## src/design/uart_rx_with_fifo_defines.svh

```systemverilog
// ----------------------------------------------------------------------------
// uart_rx_with_fifo assertion macros
// shared concurrent assertion forms for the uart receiver
// ----------------------------------------------------------------------------
`ifndef UART_RX_WITH_FIFO_DEFINES_SVH
`define UART_RX_WITH_FIFO_DEFINES_SVH

// same-cycle implication, checked out of reset
`define URXF_ASSERT_NOW(label, clk, rst_n, ante, cons) \
  label: assert property (@(posedge clk) disable iff (!rst_n) (ante) |-> (cons)) \
    else $error("assertion failed: same-cycle implication");

// next-cycle implication, checked out of reset
`define URXF_ASSERT_NEXT(label, clk, rst_n, ante, cons) \
  label: assert property (@(posedge clk) disable iff (!rst_n) (ante) |=> (cons)) \
    else $error("assertion failed: next-cycle implication");

`endif

```

## src/design/urxf_pkg.sv

```systemverilog
// ----------------------------------------------------------------------------
// urxf_pkg
// types and constants shared by the uart receiver modules
// ----------------------------------------------------------------------------
package urxf_pkg;

  localparam int FIFO_DEPTH_DEF = 64;

  localparam int CFG_IDX_W  = 2;
  localparam int CFG_DATA_W = 16;
  localparam logic [CFG_IDX_W-1:0] REG_FIRST_DELAY = 2'd0;
  localparam logic [CFG_IDX_W-1:0] REG_BIT_PERIOD  = 2'd1;

  localparam logic [CFG_DATA_W-1:0] FIRST_DELAY_RST = 16'd400;
  localparam logic [CFG_DATA_W-1:0] BIT_PERIOD_RST  = 16'd1250;

  // bit index at which the frame ends (stop bit sample point)
  localparam logic [3:0] STOP_INDEX = 4'd9;

  localparam int AVAIL_W = 7;

  // transaction queue between front and back
  localparam int QUEUE_DEPTH = 4;
  localparam int QPTR_W      = 2;
  localparam int QCNT_W      = 3;

  typedef struct packed {
    logic [7:0]         read_data;
    logic               read_valid;
    logic               underflow;
    logic               byte_done;
    logic               overflow;
    logic [AVAIL_W-1:0] available;
  } res_t;

  typedef struct packed {
    logic valid;
    res_t res;
  } res_beat_t;

endpackage

```

## src/design/urxf_ram.sv

```systemverilog
// ----------------------------------------------------------------------------
// urxf_ram
// generic single write port, single read port ram with registered read
// ----------------------------------------------------------------------------
module urxf_ram #(
  parameter int WIDTH = 8,
  parameter int DEPTH = 64
) (
  input  logic                     clk,
  input  logic                     we,
  input  logic [$clog2(DEPTH)-1:0] waddr,
  input  logic [WIDTH-1:0]         wdata,
  input  logic                     re,
  input  logic [$clog2(DEPTH)-1:0] raddr,
  output logic [WIDTH-1:0]         rdata
);

  logic [WIDTH-1:0] mem [DEPTH];
  logic [WIDTH-1:0] rdata_r;

  // read-first: a same-cycle write to the read address returns old data
  always_ff @(posedge clk) begin
    if (we) begin
      mem[waddr] <= wdata;
    end
    if (re) begin
      rdata_r <= mem[raddr];
    end
  end

  assign rdata = rdata_r;

endmodule

```

## src/design/urxf_front.sv

```systemverilog
// ----------------------------------------------------------------------------
// urxf_front
// accepts line ticks, runs the bit timer and byte fifo control
// ----------------------------------------------------------------------------
module urxf_front #(
  parameter int FIFO_DEPTH = urxf_pkg::FIFO_DEPTH_DEF
) (
  input  logic                             clk,
  input  logic                             rst_n,
  input  logic                             cfg_we,
  input  logic [urxf_pkg::CFG_IDX_W-1:0]   cfg_index,
  input  logic [urxf_pkg::CFG_DATA_W-1:0]  cfg_data,
  input  logic                             accept,
  input  logic                             rx_level,
  input  logic                             pop_req,
  output urxf_pkg::res_beat_t              fe_out
);

  localparam int PTR_W = $clog2(FIFO_DEPTH);
  localparam int CNT_W = $clog2(FIFO_DEPTH + 1);

  logic [15:0]      first_delay_r, bit_period_r;
  logic             line_prev_r, line_prev_nxt;
  logic             receiving_r, receiving_nxt;
  logic [15:0]      tick_count_r, tick_count_nxt;
  logic [3:0]       bit_index_r, bit_index_nxt;
  logic [7:0]       shift_byte_r, shift_byte_nxt;
  logic [PTR_W-1:0] write_ptr_r, write_ptr_nxt;
  logic [PTR_W-1:0] read_ptr_r, read_ptr_nxt;
  logic [CNT_W-1:0] fill_count_r, fill_count_nxt, fill_mid;
  logic             s1_valid_r;

  logic             s1_rvalid_r, s1_under_r, s1_done_r, s1_over_r;
  logic [CNT_W-1:0] s1_fill_r;
  logic [CNT_W+6:0] fill_ext;

  logic        pop_ok, done, push_ok;
  logic [16:0] cnt;
  logic [15:0] limit;
  logic [2:0]  bit_pos;
  logic [7:0]  ram_q;

  always_comb begin
    line_prev_nxt  = rx_level;
    receiving_nxt  = receiving_r;
    tick_count_nxt = tick_count_r;
    bit_index_nxt  = bit_index_r;
    shift_byte_nxt = shift_byte_r;
    write_ptr_nxt  = write_ptr_r;
    read_ptr_nxt   = read_ptr_r;
    done           = 1'b0;
    push_ok        = 1'b0;

    // pop side sees the fifo as it was at the start of the tick
    pop_ok = pop_req && (fill_count_r != '0);
    if (pop_ok) begin
      read_ptr_nxt = (read_ptr_r == PTR_W'(FIFO_DEPTH - 1)) ? '0 : read_ptr_r + 1'b1;
    end
    fill_mid = fill_count_r - CNT_W'(pop_ok);

    limit   = (bit_index_r == 4'd0) ? first_delay_r : bit_period_r;
    cnt     = {1'b0, tick_count_r} + 17'd1;
    bit_pos = 3'(bit_index_r - 4'd1);

    if (receiving_r) begin
      if (cnt >= {1'b0, limit}) begin
        tick_count_nxt = '0;
        if (bit_index_r == 4'd0) begin
          bit_index_nxt = 4'd1;
        end else if (bit_index_r >= urxf_pkg::STOP_INDEX) begin
          // frame end, stop bit not checked
          done           = 1'b1;
          push_ok        = fill_mid < CNT_W'(FIFO_DEPTH);
          shift_byte_nxt = '0;
          bit_index_nxt  = '0;
          receiving_nxt  = 1'b0;
        end else begin
          shift_byte_nxt[bit_pos] = shift_byte_r[bit_pos] | rx_level;
          bit_index_nxt           = bit_index_r + 4'd1;
        end
      end else begin
        tick_count_nxt = cnt[15:0];
      end
    end else if (line_prev_r && !rx_level) begin
      // falling edge while idle
      receiving_nxt  = 1'b1;
      tick_count_nxt = '0;
      bit_index_nxt  = '0;
      shift_byte_nxt = '0;
    end

    if (push_ok) begin
      write_ptr_nxt = (write_ptr_r == PTR_W'(FIFO_DEPTH - 1)) ? '0 : write_ptr_r + 1'b1;
    end
    fill_count_nxt = fill_mid + CNT_W'(push_ok);
  end

  always_ff @(posedge clk) begin
    if (!rst_n) begin
      first_delay_r <= urxf_pkg::FIRST_DELAY_RST;
      bit_period_r  <= urxf_pkg::BIT_PERIOD_RST;
      line_prev_r   <= 1'b1;
      receiving_r   <= 1'b0;
      tick_count_r  <= '0;
      bit_index_r   <= '0;
      shift_byte_r  <= '0;
      write_ptr_r   <= '0;
      read_ptr_r    <= '0;
      fill_count_r  <= '0;
      s1_valid_r    <= 1'b0;
    end else begin
      if (cfg_we) begin
        unique case (cfg_index)
          urxf_pkg::REG_FIRST_DELAY: first_delay_r <= cfg_data;
          urxf_pkg::REG_BIT_PERIOD:  bit_period_r  <= cfg_data;
          default: ;
        endcase
      end
      if (accept) begin
        line_prev_r  <= line_prev_nxt;
        receiving_r  <= receiving_nxt;
        tick_count_r <= tick_count_nxt;
        bit_index_r  <= bit_index_nxt;
        shift_byte_r <= shift_byte_nxt;
        write_ptr_r  <= write_ptr_nxt;
        read_ptr_r   <= read_ptr_nxt;
        fill_count_r <= fill_count_nxt;
      end
      s1_valid_r <= accept;
    end
  end

  always_ff @(posedge clk) begin
    if (accept) begin
      s1_rvalid_r <= pop_ok;
      s1_under_r  <= pop_req && !pop_ok;
      s1_done_r   <= done;
      s1_over_r   <= done && !push_ok;
      s1_fill_r   <= fill_count_nxt;
    end
  end

  urxf_ram #(
    .WIDTH (8),
    .DEPTH (FIFO_DEPTH)
  ) u_store (
    .clk   (clk),
    .we    (accept && push_ok),
    .waddr (write_ptr_r),
    .wdata (shift_byte_r),
    .re    (accept && pop_ok),
    .raddr (read_ptr_r),
    .rdata (ram_q)
  );

  assign fill_ext = {7'd0, s1_fill_r};

  always_comb begin
    fe_out.valid          = s1_valid_r;
    fe_out.res.read_data  = s1_rvalid_r ? ram_q : 8'd0;
    fe_out.res.read_valid = s1_rvalid_r;
    fe_out.res.underflow  = s1_under_r;
    fe_out.res.byte_done  = s1_done_r;
    fe_out.res.overflow   = s1_over_r;
    fe_out.res.available  = fill_ext[urxf_pkg::AVAIL_W-1:0];
  end

endmodule

```

## src/design/urxf_queue.sv

```systemverilog
// ----------------------------------------------------------------------------
// urxf_queue
// short result queue decoupling front and back
// ----------------------------------------------------------------------------
module urxf_queue (
  input  logic                          clk,
  input  logic                          rst_n,
  input  urxf_pkg::res_beat_t           q_in,
  input  logic                          q_pop,
  output urxf_pkg::res_beat_t           q_out,
  output logic [urxf_pkg::QCNT_W-1:0]   q_count
);

  urxf_pkg::res_t                   entry_r [urxf_pkg::QUEUE_DEPTH];
  logic [urxf_pkg::QPTR_W-1:0]      wr_ptr_r, rd_ptr_r;
  logic [urxf_pkg::QCNT_W-1:0]      count_r;

  always_ff @(posedge clk) begin
    if (!rst_n) begin
      wr_ptr_r <= '0;
      rd_ptr_r <= '0;
      count_r  <= '0;
    end else begin
      if (q_in.valid) begin
        wr_ptr_r <= wr_ptr_r + 1'b1;
      end
      if (q_pop) begin
        rd_ptr_r <= rd_ptr_r + 1'b1;
      end
      count_r <= count_r + urxf_pkg::QCNT_W'(q_in.valid) - urxf_pkg::QCNT_W'(q_pop);
    end
  end

  always_ff @(posedge clk) begin
    if (q_in.valid) begin
      entry_r[wr_ptr_r] <= q_in.res;
    end
  end

  assign q_out.valid = (count_r != '0);
  assign q_out.res   = entry_r[rd_ptr_r];
  assign q_count     = count_r;

endmodule

```

## src/design/urxf_back.sv

```systemverilog
// ----------------------------------------------------------------------------
// urxf_back
// output register stage driving the result channel
// ----------------------------------------------------------------------------
module urxf_back (
  input  logic                 clk,
  input  logic                 rst_n,
  input  urxf_pkg::res_beat_t  q_head,
  output logic                 q_pop,
  input  logic                 out_stall,
  output logic                 out_valid,
  output urxf_pkg::res_t       out_res
);

  logic           out_valid_r;
  urxf_pkg::res_t out_res_r;
  logic           take;

  // load when empty or when the held transaction leaves this cycle
  assign take  = !out_valid_r || !out_stall;
  assign q_pop = take && q_head.valid;

  always_ff @(posedge clk) begin
    if (!rst_n) begin
      out_valid_r <= 1'b0;
    end else if (take) begin
      out_valid_r <= q_head.valid;
    end
  end

  always_ff @(posedge clk) begin
    if (q_pop) begin
      out_res_r <= q_head.res;
    end
  end

  assign out_valid = out_valid_r;
  assign out_res   = out_res_r;

endmodule

```

## src/design/uart_rx_with_fifo.sv

```systemverilog
// ----------------------------------------------------------------------------
// uart_rx_with_fifo
// 8n1 uart receiver with a receive byte fifo, one transaction per line tick
// ----------------------------------------------------------------------------
//  channel | direction | handshake            | payload
//  in      | input     | in_valid / in_stall  | in_rx_level, in_pop_req
//  out     | output    | out_valid / out_stall| out_read_data .. out_available
//  cfg     | input     | cfg_valid / cfg_ready| cfg_index, cfg_data
//
//  one input transaction per clock while in_stall is low, one result per input transaction
//  results pass through the front stage + byte ram read, the queue, then the output register
//  rst_n is synchronous; after reset the block accepts at once, no clearing pass
//  in_stall rises once queued transactions plus the one in the front stage
//  take all four queue entries, so out_stall backs up through the queue
//  before it reaches the input
// ----------------------------------------------------------------------------
`include "uart_rx_with_fifo_defines.svh"

module uart_rx_with_fifo #(
  parameter int FIFO_DEPTH = urxf_pkg::FIFO_DEPTH_DEF
) (
  input  logic                                clk,
  input  logic                                rst_n,
  // configuration writes
  input  logic                                cfg_valid,
  output logic                                cfg_ready,
  input  logic [urxf_pkg::CFG_IDX_W-1:0]      cfg_index,
  input  logic [urxf_pkg::CFG_DATA_W-1:0]     cfg_data,
  // line tick input
  input  logic                                in_valid,
  output logic                                in_stall,
  input  logic                                in_rx_level,
  input  logic                                in_pop_req,
  // result output
  output logic                                out_valid,
  input  logic                                out_stall,
  output logic [7:0]                          out_read_data,
  output logic                                out_read_valid,
  output logic                                out_underflow,
  output logic                                out_byte_done,
  output logic                                out_overflow,
  output logic [urxf_pkg::AVAIL_W-1:0]        out_available
);

  urxf_pkg::res_beat_t              fe_out;
  urxf_pkg::res_beat_t              q_head;
  urxf_pkg::res_t                   out_res;
  logic [urxf_pkg::QCNT_W-1:0]      q_count;
  logic                             q_pop;
  logic                             in_accept;
  logic [urxf_pkg::QCNT_W:0]        queue_load;

  // registers are always writable
  assign cfg_ready = 1'b1;

  // room is reserved for the transaction already in the front stage
  assign queue_load = {1'b0, q_count} + (urxf_pkg::QCNT_W + 1)'(fe_out.valid);
  assign in_stall   = queue_load >= (urxf_pkg::QCNT_W + 1)'(urxf_pkg::QUEUE_DEPTH);
  assign in_accept  = in_valid && !in_stall;

  // front: bit timer, shifter, byte fifo pointers and store
  urxf_front #(
    .FIFO_DEPTH (FIFO_DEPTH)
  ) u_front (
    .clk       (clk),
    .rst_n     (rst_n),
    .cfg_we    (cfg_valid && cfg_ready),
    .cfg_index (cfg_index),
    .cfg_data  (cfg_data),
    .accept    (in_accept),
    .rx_level  (in_rx_level),
    .pop_req   (in_pop_req),
    .fe_out    (fe_out)
  );

  // result queue between front and back
  urxf_queue u_queue (
    .clk     (clk),
    .rst_n   (rst_n),
    .q_in    (fe_out),
    .q_pop   (q_pop),
    .q_out   (q_head),
    .q_count (q_count)
  );

  // back: output register
  urxf_back u_back (
    .clk       (clk),
    .rst_n     (rst_n),
    .q_head    (q_head),
    .q_pop     (q_pop),
    .out_stall (out_stall),
    .out_valid (out_valid),
    .out_res   (out_res)
  );

  assign out_read_data  = out_res.read_data;
  assign out_read_valid = out_res.read_valid;
  assign out_underflow  = out_res.underflow;
  assign out_byte_done  = out_res.byte_done;
  assign out_overflow   = out_res.overflow;
  assign out_available  = out_res.available;

  // every accepted tick reaches the front stage register
  `URXF_ASSERT_NEXT(a_accept_to_front, clk, rst_n, in_accept, fe_out.valid)
  // the queue always has room for the front stage transaction
  `URXF_ASSERT_NOW(a_queue_room, clk, rst_n, fe_out.valid,
                   (q_count < urxf_pkg::QCNT_W'(urxf_pkg::QUEUE_DEPTH)) || q_pop)
  // a pop either returns a byte or flags underflow, never both
  `URXF_ASSERT_NOW(a_pop_exclusive, clk, rst_n, out_valid,
                   !(out_read_valid && out_underflow))
  // a dropped byte only comes with a finished frame
  `URXF_ASSERT_NOW(a_overflow_done, clk, rst_n, out_valid && out_overflow, out_byte_done)

endmodule

```

## config.mk

```make
export PLATFORM = sky130hd
export DESIGN_NAME = uart_rx_with_fifo
export DESIGN_NICKNAME = d
export VERILOG_FILES = /design/src/design/urxf_pkg.sv /design/src/design/urxf_ram.sv /design/src/design/urxf_front.sv /design/src/design/urxf_queue.sv /design/src/design/urxf_back.sv /design/src/design/uart_rx_with_fifo.sv
export VERILOG_INCLUDE_DIRS = /design/src /design/src/design
export SDC_FILE = /design/constraint.sdc
export NUM_CORES = 1
export LEC_CHECK = 0
export BUFFER_PORTS_ARGS = -buffer_cell sky130_fd_sc_hd__buf_2
export CAP_MARGIN = 15
export CORE_MARGIN = 1.5
export CORE_UTILIZATION = 58
export CTS_BUF_LIST = sky130_fd_sc_hd__clkbuf_4 sky130_fd_sc_hd__clkbuf_8
export CTS_CLUSTER_SIZE = 8
export DETAILED_ROUTE_END_ITERATION = 8
export PLACE_DENSITY = 0.74
export SYNTH_ARGS = -nofsm -noshare
export SYNTH_HDL_FRONTEND = slang
export SYNTH_SLANG_ARGS = --single-unit
```

## constraint.sdc

```tcl
create_clock -name clk -period 6.2 [get_ports clk]
set_input_delay 0.62 -clock clk [delete_from_list [all_inputs] [get_ports clk]]
set_output_delay 0.62 -clock clk [all_outputs]
set_load 0.03 [all_outputs]
```

==> results.md <==
- Largest net degree at the start of global routing: 87
- Max Fanout on Critical Path: 19
- Worst Path Required: 6.53 ns
- Max-slew violation count: 0
- Gr ovfl total: 0
- RD Place Congestion: 0.8125
- Tcrit/Tclk final: 0.8519
- Peak VDD IR: 0.1837 mV
- Average wire per standard cell: 24.18 µm
- Ys async rst share: 0
- Ys flop type: edfxtp_1
- Syn avg cell area: 18.16 µm²
- FMAX: 0.1893 GHz
- Ant diodes: 0
- Sw frac: 0.2284
- Pwr Total: 9.758 mW
- Clk sink count: 716
- Core box area: 49050 µm²
- Internal power: 7.530 mW
- Initial Util: 0.5882
- Die X: 226.0 µm
- Worst-Margin Slew: 1.078 ns
- Synth unique cells: 74
- Setup_tns: 0 ns
- Met3 routed WL: 4554 µm
- CTS Buf Count: 110
- PwrDens: 307.5 nW/µm²
- Synth area leader: edfxtp_1
- RSZ-0062 raised after global routing: false
- Final Critical Period: 5.282 ns
- Cts hold-fix bufs: 0
- DRC viols: 0
- Final Skew: 0.02512 ns
- Crit Path Category: flop to flop
- Syn Inst Count: 1589
- CTS tree: built
- Final WL: 58550 µm
- Total track usage: 0.2375
- IO Count: 47
- Layout cells sized above 1: 0.2607
- PostCTS Resize Cnt: 0
- Element type at the critical path start: flop
- Seq pwr share: 0.558
- Synth Cell Area: 28850 µm²
- Root buffer cell: clkbuf_8
- P&R area growth vs syn: 10.00%
- NetSw: 2.229 mW
- Synth top area share: 0.6515
- Status: completed
- DR vias: 14862
- Critical Path AT: 5.61 ns
- Seq/Total Area, Yosys: 0.7140
- Vias in the first global route: 14811
- Setup crit end kind: flop
- Worst-skew pair later-pin latency: 0.71 ns
- Crit path from: u_front.bit_index_r[0]
- Metal2 WL: 28050 µm
- Synth top area cells: edfxtp_1 65%, mux4_2 14%, dfxtp_1 6.2%
- Max_slew headroom: 0.2751
- DR top layer: met4
- Initial DRT Pass Iterations: 6
- Worst-path clk slew: 0.06 ns
- Worst hold path startpoint: cfg_data[8]
- Layout Nets: 1743
- Initial antenna violation count: 0
- Syn_nets: 1648
- Num rows: 81
- Register Area: 20620 µm²
- Worst min path class: primary input to flop
- Proportion of power drawn by combinational gates: 0.067
- Die Area: 51090 µm²
- Final hold violations: 0
- Number of port buffers: 45
- Max-cap violations: 0
- Lkg Pwr: 9.867 nW
- Drt initial violations: 1405
- Detailed placer's ending HPWL: 34630 µm
- Clock buffer depth: 3
- Synth Register Bits: 716
- Top post-synthesis cells by count: 626 x edfxtp_1, 179 x mux4_2, 120 x nand2_1
- Global-route wire length before repair: 88520 µm
- Origin of the critical flop-to-flop path: u_front.bit_index_r[0]
- Yosys warning count: 0
- Chip height: 226.0 µm
- Multi-input gate area: 7750 µm²
- Setup-failing EPs final: 0
- Clock power share: 0.375
- Antenna Nets Post-Route: 0
- Postcts setup bufs: 0
- Post-synth EDFFs: 626
- H-tree depth reported by CTS: 3
- Routed met1 length: 24520 µm
- Fill count: 3279
- Vias per cell: 6.139
- Most numerous cell in the Yosys netlist: edfxtp_1
## cell type report
type / instances / area share
Tap cell: 664 / 0.02618
Clock buffer: 156 / 0.05917
Timing Repair Buffer: 68 / 0.01344
Inverter: 21 / 0.002484
Multi-Input combinational cell: 767 / 0.2442
Sequential cell: 716 / 0.6496
Clock inverter: 29 / 0.004888
## power by group through the flow
stage | clock (mW) | combinational (mW) | sequential (mW)
2_1_floorplan | 0 | 0.356 | 5.65
3_3_place_gp | 0 | 0.643 | 5.54
3_5_place_dp | 0 | 0.658 | 5.55
4_1_cts | 3.72 | 0.660 | 5.45
5_1_grt | 3.91 | 0.718 | 5.46
6_report | 3.65 | 0.656 | 5.45
## routing by layer
layer  track usage  up-vias
li1              -     6537
met1        0.3418     7653
met2        0.3643      586
met3       0.05256       86
met4       0.08194        0
met5             0        -
## state kept, by name, summed over array words and instances (netlist names), 2 cells and up
| register | cells |
|---|---|
| u_queue.entry_r | 76 |
| u_front.tick_count_r | 16 |
| u_front.u_store.rdata | 8 |
| u_front.read_ptr_r | 6 |
| u_queue.rd_ptr_r | 2 |
| u_queue.wr_ptr_r | 2 |
| u_front.s1_fill_r | 7 |
| u_front.shift_byte_r | 8 |
| u_front.bit_index_r | 4 |
| u_front.first_delay_r | 16 |
| u_front.write_ptr_r | 6 |
| u_front.bit_period_r | 16 |
| u_front.u_store.mem | 512 |
| u_queue.q_count | 3 |
| u_front.fill_count_r | 7 |
| u_back.out_res | 19 |
## placed cells by master, fill, tap and decap left out, drive strengths merged, types with 3 or more instances in the layout
master and count:
edfxtp 626, a21oi 46, nor3 6, nand2 120, mux4 179, a211oi 3
o22ai 4, nand4b 4, o211ai 11, clkinv 25, nand2b 7, and2 16
nor4 3, nand3b 5, a22oi 16, a31oi 12, o21ai 20, nor2b 11
inv 24, mux2i 30, ha 33, xor2 14, nand3 29, clkbuf 156
nor2 106, or2 6, xnor2 17, dfxtp 90, o31ai 4, and3 10
buf 68, a32o 6, nand4 16
## worst max-delay path, stage by stage, from the launching register on
cell and delay [ns]:
dfxtp_1 0.31, buf_4 0.21, inv_1 0.11, ha_1 0.29, nand2b_1 0.16, or2_2 0.48, mux2_2 0.40, ha_1 0.28
nor2b_1 0.04, o21ai_0 0.15, o211a_1 0.27, or3_1 0.74, nand4_2 0.71, nor2_1 0.75
## cells by family after synthesis
logic type / synth area share
adder cells (fa/ha/maj): 0.01501
other: 0.0001300
AND/OR/NAND/NOR: 0.05989
multiplexers: 0.1505
XOR/XNOR: 0.009931
AO/OA/AOI/OAI: 0.03300
flip-flops: 0.7140
buffers and inverters: 0.01752
## path summary, 6_finish.rpt
kind,slack [ns],cells after the start,endpoint
hold reg to reg,0.46,2,u_front.first_delay_r[10]
setup / recovery,0.92,13,u_front.u_store.mem[30][5]
hold / removal,0.15,3,u_front.first_delay_r[8]
setup reg to reg,0.92,13,u_front.u_store.mem[30][5]
## stage by stage
| stage | std cells | worst slack, ns | util | instance area (µm²) | hold slack [ns] |
|---|---|---|---|---|---|
| 4_1_cts | 2420 | 0.9506 | 0.6468 | 31730 | 0.1025 |
| 6_report | 2421 | 0.9180 | 0.6470 | 31740 | 0.1456 |
| 5_1_grt | 2421 | 0.5453 | 0.6470 | 31740 | 0.1398 |
| 2_1_floorplan | 1589 | 1.142 | - | 28850 | 0.4329 |
| 3_3_place_gp | 2235 | 1.089 | 0.6053 | 29690 | 0.4484 |
| 3_5_place_dp | 2235 | 0.9782 | 0.6053 | 29690 | 0.4491 |
No activity file was read; power rests on OpenSTA's default activity.
